[src/rtl/sitpd_pkg.sv]
// ----------------------------------------------------------------------------
// sitpd_pkg
// Shared constants for the signed integer to padded decimal text converter:
// parameter defaults, the field width register layout and the ASCII codes.
// ----------------------------------------------------------------------------
package sitpd_pkg;

  // Defaults for the top-level parameters.
  localparam int MaxFieldWidthDef = 32;
  localparam int ValueBitsDef     = 32;

  // Field width register: six bits, reset to eight characters.
  localparam int            FwBits  = 6;
  localparam logic [FwBits-1:0] FwReset = 6'd8;

  // Character codes.
  localparam int               CharBits   = 8;
  localparam logic [CharBits-1:0] CharZero  = 8'h30;
  localparam logic [CharBits-1:0] CharMinus = 8'h2D;
  localparam logic [CharBits-1:0] CharSpace = 8'h20;

endpackage

[src/rtl/signed_int_to_padded_decimal.sv]
// ----------------------------------------------------------------------------
// signed_int_to_padded_decimal
// Converts one two's-complement integer to right-justified decimal ASCII
// text, one character per output transaction, most significant first.
// ----------------------------------------------------------------------------
//
//  Channel   Ports                                  Direction  Handshake
//  --------  -------------------------------------  ---------  ----------------
//  command   start_i, busy_o, value_i               in         start_i & !busy_o
//  result    out_valid_o, out_char_o, last_o        out        strobe, no stall
//  config    cfg_valid_i, cfg_ready_o, field_width_i in        valid & ready
//
//  Once a command is taken, the single shared shift-and-add-3 unit handles
//  one magnitude bit per cycle; then leading zero digits are dropped, keeping
//  at least one, and the first character is chosen. After that one character
//  leaves per cycle. busy_o stays high until the final character has been
//  registered. Reset clears the sequencer and sets the field width to eight.
//  The receiver cannot stall: each character is shown for one cycle.
//
module signed_int_to_padded_decimal #(
  parameter int MAX_FIELD_WIDTH = sitpd_pkg::MaxFieldWidthDef,
  parameter int VALUE_BITS      = sitpd_pkg::ValueBitsDef
) (
  input  logic                                clk_i,
  input  logic                                rst_ni,
  // Command channel.
  input  logic                                start_i,
  output logic                                busy_o,
  input  logic signed [VALUE_BITS-1:0]        value_i,
  // Result channel.
  output logic                                out_valid_o,
  output logic [sitpd_pkg::CharBits-1:0]      out_char_o,
  output logic                                last_o,
  // Configuration channel.
  input  logic                                cfg_valid_i,
  output logic                                cfg_ready_o,
  input  logic [sitpd_pkg::FwBits-1:0]        field_width_i
);

  // Decimal digits of the largest magnitude, 2**(VALUE_BITS-1).
  localparam int NumDigits = ((VALUE_BITS - 1) * 30103) / 100000 + 1;
  localparam int BcdBits   = NumDigits * 4;
  localparam int BitCntW   = $clog2(VALUE_BITS);
  localparam int DigCntW   = $clog2(NumDigits + 1);
  localparam int WidW      = $clog2(MAX_FIELD_WIDTH + 1);
  localparam int CmpW      = ((WidW > sitpd_pkg::FwBits) ? WidW : sitpd_pkg::FwBits) + 1;

  typedef enum logic [5:0] {
    ST_IDLE  = 6'b000001,
    ST_CONV  = 6'b000010,
    ST_NORM  = 6'b000100,
    ST_PAD   = 6'b001000,
    ST_SIGN  = 6'b010000,
    ST_DIGIT = 6'b100000
  } state_e;

  state_e                          state_q, state_d;
  logic [VALUE_BITS-1:0]           bin_q, bin_d;
  logic [BcdBits-1:0]              bcd_q, bcd_d;
  logic [BcdBits-1:0]              bcd_adj;
  logic                            neg_q, neg_d;
  logic [BitCntW-1:0]              bit_cnt_q, bit_cnt_d;
  logic [DigCntW-1:0]              dig_cnt_q, dig_cnt_d;
  logic [CmpW-1:0]                 pad_q, pad_d;
  logic [sitpd_pkg::FwBits-1:0]    field_width_q;
  logic                            out_valid_q, out_valid_d;
  logic                            last_q, last_d;
  logic [sitpd_pkg::CharBits-1:0]  out_char_q, out_char_d;

  logic [VALUE_BITS-1:0]           raw;
  logic [3:0]                      top_digit;
  logic [CmpW-1:0]                 text_len;
  logic [CmpW-1:0]                 fw_ext;
  logic [CmpW-1:0]                 width_sat;

  assign raw       = value_i;
  assign top_digit = bcd_q[BcdBits-1 -: 4];

  // Always ready; write the register only when idle: the block does not check.
  assign cfg_ready_o = 1'b1;

  always_ff @(posedge clk_i or negedge rst_ni) begin
    if (!rst_ni) begin
      field_width_q <= sitpd_pkg::FwReset;
    end else if (cfg_valid_i && cfg_ready_o) begin
      field_width_q <= field_width_i;
    end
  end

  // Shared unit: add three to every BCD digit of five or more.
  always_comb begin
    for (int i = 0; i < NumDigits; i++) begin
      bcd_adj[i*4 +: 4] = (bcd_q[i*4 +: 4] >= 4'd5) ? (bcd_q[i*4 +: 4] + 4'd3)
                                                    : bcd_q[i*4 +: 4];
    end
  end

  // Text length and the field width limited to its maximum.
  assign text_len  = CmpW'(dig_cnt_q) + CmpW'(neg_q);
  assign fw_ext    = CmpW'(field_width_q);
  assign width_sat = (fw_ext > CmpW'(MAX_FIELD_WIDTH)) ? CmpW'(MAX_FIELD_WIDTH) : fw_ext;

  // Sequencer.
  always_comb begin
    state_d     = state_q;
    bin_d       = bin_q;
    bcd_d       = bcd_q;
    neg_d       = neg_q;
    bit_cnt_d   = bit_cnt_q;
    dig_cnt_d   = dig_cnt_q;
    pad_d       = pad_q;
    out_valid_d = 1'b0;
    last_d      = 1'b0;
    out_char_d  = out_char_q;

    unique case (state_q)
      ST_IDLE: begin
        if (start_i) begin
          neg_d     = raw[VALUE_BITS-1];
          bin_d     = raw[VALUE_BITS-1] ? (~raw + VALUE_BITS'(1)) : raw;
          bcd_d     = '0;
          bit_cnt_d = BitCntW'(VALUE_BITS - 1);
          state_d   = ST_CONV;
        end
      end
      ST_CONV: begin
        // One magnitude bit enters the BCD register per cycle.
        {bcd_d, bin_d} = {bcd_adj, bin_q} << 1;
        if (bit_cnt_q == '0) begin
          dig_cnt_d = DigCntW'(NumDigits);
          state_d   = ST_NORM;
        end else begin
          bit_cnt_d = bit_cnt_q - 1'b1;
        end
      end
      ST_NORM: begin
        // Drop leading zero digits, keeping at least one.
        if ((dig_cnt_q > DigCntW'(1)) && (top_digit == 4'd0)) begin
          bcd_d     = bcd_q << 4;
          dig_cnt_d = dig_cnt_q - 1'b1;
        end else if (width_sat > text_len) begin
          pad_d   = width_sat - text_len;
          state_d = ST_PAD;
        end else if (neg_q) begin
          state_d = ST_SIGN;
        end else begin
          state_d = ST_DIGIT;
        end
      end
      ST_PAD: begin
        out_valid_d = 1'b1;
        out_char_d  = sitpd_pkg::CharSpace;
        pad_d       = pad_q - 1'b1;
        if (pad_q == CmpW'(1)) begin
          state_d = neg_q ? ST_SIGN : ST_DIGIT;
        end
      end
      ST_SIGN: begin
        out_valid_d = 1'b1;
        out_char_d  = sitpd_pkg::CharMinus;
        state_d     = ST_DIGIT;
      end
      ST_DIGIT: begin
        out_valid_d = 1'b1;
        out_char_d  = sitpd_pkg::CharZero + {4'd0, top_digit};
        bcd_d       = bcd_q << 4;
        dig_cnt_d   = dig_cnt_q - 1'b1;
        if (dig_cnt_q == DigCntW'(1)) begin
          last_d  = 1'b1;
          state_d = ST_IDLE;
        end
      end
      default: begin
        state_d = ST_IDLE;
      end
    endcase
  end

  // Control registers.
  always_ff @(posedge clk_i or negedge rst_ni) begin
    if (!rst_ni) begin
      state_q     <= ST_IDLE;
      out_valid_q <= 1'b0;
      last_q      <= 1'b0;
      neg_q       <= 1'b0;
      dig_cnt_q   <= '0;
    end else begin
      state_q     <= state_d;
      out_valid_q <= out_valid_d;
      last_q      <= last_d;
      neg_q       <= neg_d;
      dig_cnt_q   <= dig_cnt_d;
    end
  end

  // Datapath registers.
  always_ff @(posedge clk_i) begin
    bin_q      <= bin_d;
    bcd_q      <= bcd_d;
    bit_cnt_q  <= bit_cnt_d;
    pad_q      <= pad_d;
    out_char_q <= out_char_d;
  end

  assign busy_o      = (state_q != ST_IDLE);
  assign out_valid_o = out_valid_q;
  assign out_char_o  = out_char_q;
  assign last_o      = last_q;

  // Characters only follow a cycle in which a conversion was running.
  a_valid_after_busy: assert property (@(posedge clk_i) disable iff (!rst_ni)
    out_valid_o |-> $past(busy_o))
    else $error("character issued without a conversion in progress");

  // The final flag only ever comes with a character.
  a_last_with_valid: assert property (@(posedge clk_i) disable iff (!rst_ni)
    last_o |-> out_valid_o)
    else $error("last flag without a character");

  // Nothing follows the final character of a number.
  a_quiet_after_last: assert property (@(posedge clk_i) disable iff (!rst_ni)
    last_o |=> !out_valid_o)
    else $error("character issued after the final one");

  // The final character is always a digit.
  a_last_is_digit: assert property (@(posedge clk_i) disable iff (!rst_ni)
    last_o |-> (out_char_o >= sitpd_pkg::CharZero) &&
               (out_char_o <= sitpd_pkg::CharZero + 8'd9))
    else $error("final character is not a digit");

  // An accepted command starts a conversion.
  a_start_busy: assert property (@(posedge clk_i) disable iff (!rst_ni)
    (start_i && !busy_o) |=> busy_o)
    else $error("accepted command did not start a conversion");

endmodule

[config.mk]
export PLATFORM = sky130hd
export DESIGN_NAME = signed_int_to_padded_decimal
export DESIGN_NICKNAME = d
export VERILOG_FILES = /design/src/rtl/sitpd_pkg.sv /design/src/rtl/signed_int_to_padded_decimal.sv
export SDC_FILE = /design/constraint.sdc
export NUM_CORES = 1
export LEC_CHECK = 0
export BUFFER_PORTS_ARGS = -buffer_cell sky130_fd_sc_hd__buf_2
export CORE_UTILIZATION = 40
export CTS_BUF_LIST = sky130_fd_sc_hd__clkbuf_4
export DETAILED_ROUTE_END_ITERATION = 10
export PLACE_DENSITY = 0.58
export SETUP_SLACK_MARGIN = 0.05
export SYNTH_ARGS = -nofsm -noshare
export SYNTH_HDL_FRONTEND = slang
export SYNTH_SLANG_ARGS = --single-unit
export TNS_END_PERCENT = 5
[constraint.sdc]
create_clock -name clk_i -period 5.9 [get_ports clk_i]
set_clock_uncertainty 0.15 [all_clocks]
set_input_delay 0.295 -clock clk_i [delete_from_list [all_inputs] [get_ports clk_i]]
set_output_delay 0.295 -clock clk_i [all_outputs]
set_load 0.02 [all_outputs]
# Word level (Yosys, flattened, before mapping)
# Cells that the tools add are included.
# Widths: inputs -> output; s select.
# op_classes
n_addsub,17
n_eq_ne,17
bitwise,1
n_reduce_logical,16
magnitude_cmp,13
mux,38
# ops
op,n
$pmux 40 s4,1
$mux 40,2
$mux 32,2
$pmux 32 s2,1
$mux 6,8
$mux 4,11
$ge 4x3->1 const B,10
$add 4x2->4 const B,9
$pmux 6 s6,1
$add 32x1->32 const B,1
$not 32->32,1
$pmux 8 s3,1
$ne 2x2->1 const B,8
$mux 7,2
$pmux 7 s2,1
$pmux 4 s3,1
$reduce_and 3->1,4
$mux 5,2
$pmux 5 s2,1
$add 6x4->7 const A,1
$eq 7x1->1 const B,1
$sub 6x5->7,1
$sub 7x1->7 const B,1
$eq 6x1->1 const B,1
25 further kinds,30
# word_totals
input_bits,42
elab_cells,113
reg_bits,111

# Logic depth before layout (Yosys ltp)
# logic_depth
depth_word,6
mapped_depth,10
ltp_nobuf,10

# Least setup slack after synthesis
# Ideal clock, no wire load.
# synth_timing
path_kind,register -> register
from,register state_q[0]
to,register bcd_q[0] (enable)
path_buffers,2
period_less_slack_ns,4.078
setup_time_ns,0.451
arrival_time_ns,3.478
path_stages_with_launch,8
t_required_ns,5.299
slack_ns,1.822
cell_sequence,dfstp_2 > clkbuf_1 > nor4_1 > nand2_1 > nand2_1 > clkbuf_1 > o21ai_0 > a21oi_1
# synth_via
elab_chain_cells,3
word_cells_on_any_way,8
cone_classes,eq/ne: 6; reduce/logical: 2
# synth_lines
element,line_no,text
from (decl),signed_int_to_padded_decimal.sv:57,"state_e state_q, state_d;"
from (signal assigned),signed_int_to_padded_decimal.sv:188,state_q <= state_d;
"$eq 6x6->1, or another cell as far along",signed_int_to_padded_decimal.sv:116,unique case (state_q)
$reduce_bool 4->1 (no line) / $ne 2x2->1 (equally long branches),--,
$reduce_and 3->1 (no line) (*),--,
to (signal assigned),signed_int_to_padded_decimal.sv:199,bcd_q <= bcd_d;
to (decl),signed_int_to_padded_decimal.sv:59,"logic [BcdBits-1:0] bcd_q, bcd_d;"
# Mark *: on every way between the ends. The rest lies on a longest branch, timed or not.
# A chain may end at the register's enable or synchronous reset.

# Worst setup path in the final report
# layout_timing
from,register state_q[4]
to,register bcd_q[11] (enable)
# Same word-level chain as after synthesis.

==> flow_metrics.tcl <==
set metrics [dict create \
    critical_path_class "flip-flop to flip-flop" \
    insertion_delay_ns 0.47 \
    dp_cells 915 \
    max_stage_delay_ns 0.72 \
    final_util_pct 45.9 \
    worst_ep_arrival_time_ns 3.47 \
    ys_warn_count 0 \
    synth_top_family_by_area "simple AND/OR/NAND/NOR gates" \
    nNetsFinal 802 \
    leakage_uw 0.00280 \
    clk_pin_slew_ns 0.16 \
    grt_overflow 0 \
    drt-total-wl_um 12700 \
    core_mm2 0.0161 \
    crit_buf_inv 2 \
    synth_flop_cell "edfxtp_1" \
    row_count 46 \
    worst_pin_slew_ns 0.923 \
    worst-path-max-fanout 38 \
    rr_startpoint "state_q[4]" \
    syn_area_mm2 0.00667 \
    antenna_found_initial 1 \
    cpMaxStageDelayCell "a21oi_4" \
    instances_no_fill 946 \
    outcome "finished, final reports clean" \
    synth_xor_area_share_pct 7.49 \
    synth_compound_gate_area_share_pct 16.1 \
    fin_setup_tns_ns 0 \
    wl_per_cell_um 13.4 \
    finalSetupViolCount 0 \
    hold_path_class "primary input to flip-flop" \
    die_h_um 131 \
    post-route-min-period_ns 3.43 \
    synth_edf_count 89 \
    syn_avg_cell_area_um2 9.88 \
    cts_resized 0 \
    grt_pass1_vias 4778 \
    critPathRequiredTime_ns 5.94 \
    cts_tree "built" \
    crit_path_start_kind "flip-flop" \
    met2_usage_pct 25.2 \
    cp_top_family "compound AO/OA/AOI/OAI gates" \
    yosys.area_share.adder_pct 6.87 \
    maxSlewViolCount 0 \
    peakVddDrop_uv 165 \
    grt_max_degree 85 \
    cts.htree.levels 3 \
    multi_input_area_mm2 0.00327 \
    yosys_register_bits 108 \
    crit_start "state_q[4]" \
    design_area_mm2 0.00738 \
    firstDrtPassIters 5 \
    synth.distinct_cells 59 \
    start_util_pct 41.5 \
    ys_async_sr_fraction_pct 17.6 \
    relSlewSlack_pct 37.6 \
    layout-drive-gt1-share_pct 13.3 \
    powerDensity_mw_per_mm2 390 \
    cp_cell_sequence "nor4_1 -> nand2_1 -> nand2_1 -> buf_4 -> o21ai_0 -> a21oi_4 -> buf_4" \
    viasPerCell 5.22 \
    gp_congestion 0.863 \
    antenna_left 0 \
    reg2regPathDepth 7 \
    cts_setup_buffers 0 \
    io_pins 54 \
    syn_inst 675 \
    grt_busiest_layer "met2" \
    grt_pass1_wl_um 21700 \
    clockRootBuffer "clkbuf_4" \
    numCtsBuffers 9 \
    use_met1_pct 19.9 \
    fillers 1503 \
    yosys.area_share.simple_pct 16.6 \
    min_from "value_i[1]" \
    worstSetupPathDepth 7 \
    die_w_um 131 \
    finalCritPeriodShare_pct 58.1 \
    timing.max_cap.violations 0 \
    hold_path_depth 3 \
    numClockSinks 108 \
    placed_area_mm2 0.00710 \
    clock.fmax_mhz 292 \
    grtUsageMet3_pct 2.47 \
    areaGrowthSynthToFinish_pct 10.6 \
    gr-usage-all-layers_pct 15.3 \
    drc 0 \
    io_buffers 49 \
    hold_viol_final 0 \
    dieArea_mm2 0.0172 \
    regArea_mm2 0.00315 \
    dp_hpwl_um 8920 \
    drtIter0Drc 323 \
    clock_path_buffers 2 \
    synth_mux_area_share_pct 1.48 \
    ys_seq_area_share_pct 47.3 \
    end_kind "flip-flop" \
    rsz0062_at_grt "false" \
    vias 4935 \
]
[cells in the final DEF, fill, tap and decap left out, types with 6 or more instances in the layout]
cell type      count
edfxtp_1          89
nand2_1           75
o21ai_0           68
a21oi_1           57
nor2_1            54
buf_2             49
xor2_1            36
ha_1              35
inv_1             33
xnor2_1           21
nor3b_1           20
dfrtp_1           17
nand2b_1          14
o31ai_1           14
dlygate4sd3_1     14
nor2b_1           13
clkbuf_4          11
o21ai_1            7
mux2_2             7
nand3_1            6
or3_1              6
[worst register-to-register path: cells and delay by family, from the launching register on]
kind            cells  cell delay (ns)
compound gates      2             0.95
flops               1             0.49
simple gates        3             0.84
buf+inv             2             0.71
[what timing repair did]
item,4_1_cts,5_1_grt
setup endpoints to repair,0,0
hold endpoints to repair,26,0
hold buffers,14,0
[registers in the layout, indices dropped and copies added, names as in the netlist, 4 cells and up]
signal	flops
pad_q	7
state_q	6
out_char_o	5
bcd_q	40
field_width_q	6
dig_cnt_q	4
bin_q	32
bit_cnt_q	5
[stage by stage]
step,hold WS (ns),setup slack (ns),total power [uW]
6_report,0.0585,2.47,2880
5_1_grt,0.0422,2.13,3110
4_1_cts,0.0108,2.45,2900
3_5_place_dp,0.119,2.49,2510
3_3_place_gp,0.105,2.54,2460
2_1_floorplan,-0.151,1.82,2220
[worst paths after layout]
| kind | slack, ns | endpoint |
|---|---|---|
| setup / recovery | 2.47 | bcd_q[11] |
| hold / removal | 0.06 | bin_q[1] |
| setup reg to reg | 2.47 | bcd_q[11] |
| hold reg to reg | 0.40 | bin_q[3] |
| max in group asynchronous | 5.11 | state_q[0] |
| min in group asynchronous | 0.13 | field_width_q[5] |
[area by class of cell]
| cell class | count | area share [%] |
|---|---|---|
| Sequential cell | 108 | 42.7 |
| Clock inverter | 5 | 0.712 |
| Multi-Input combinational cell | 503 | 44.3 |
| Antenna cell | 1 | 0.0339 |
| Clock buffer | 11 | 1.12 |
| Timing Repair Buffer | 68 | 5.73 |
| Tap cell | 216 | 3.66 |
| Inverter | 34 | 1.73 |
[routing by layer]
metal  share of wire (%)  vias to the layer above
li1                    -                     2491
met1                  48                     2333
met2                  47                       99
met3                 3.5                       12
met4                 1.5                        0
met5                   0                        -
[synth_stat cells, drive strengths merged (3+ instances only)]
| cell type | count | area share (%) |
|---|---|---|
| a21oi | 58 | 4.4 |
| a22oi | 5 | 0.56 |
| and2 | 3 | 0.28 |
| buf | 9 | 0.88 |
| clkbuf | 23 | 1.3 |
| dfrtp | 17 | 6.4 |
| edfxtp | 89 | 40 |
| ha | 35 | 6.6 |
| inv | 34 | 1.9 |
| mux2 | 7 | 1.2 |
| nand2 | 75 | 4.2 |
| nand2b | 14 | 1.3 |
| nand3 | 6 | 0.45 |
| nand4b | 3 | 0.39 |
| nor2 | 54 | 3.0 |
| nor2b | 13 | 1.2 |
| nor3 | 3 | 0.23 |
| nor3b | 21 | 2.4 |
| nor4 | 3 | 0.28 |
| o21ai | 75 | 5.6 |
| o31ai | 19 | 2.5 |
| o41ai | 6 | 1.2 |
| or3 | 7 | 0.73 |
| or4 | 6 | 0.79 |
| xnor2 | 21 | 2.8 |
| xor2 | 36 | 4.7 |
[power by group]
group	leakage [uW]	switching (uW)	total [uW]	internal, uW
logic	0.00161	653	1080	432
clock network	0.0000818	241	380	138
registers	0.00111	209	1420	1210
[cells by family (layout without fill, tap and decap cells)]
logic type | count (synthesis) | in the layout
flip-flops | 108 | 108
XOR/XNOR | 57 | 57
AO/OA/AOI/OAI | 178 | 178
adder cells (fa/ha/maj) | 36 | 36
buffers and inverters | 66 | 118
multiplexers | 9 | 9
AND/OR/NAND/NOR | 219 | 219
other | 2 | 5
Power figures use the tool's default switching activity.
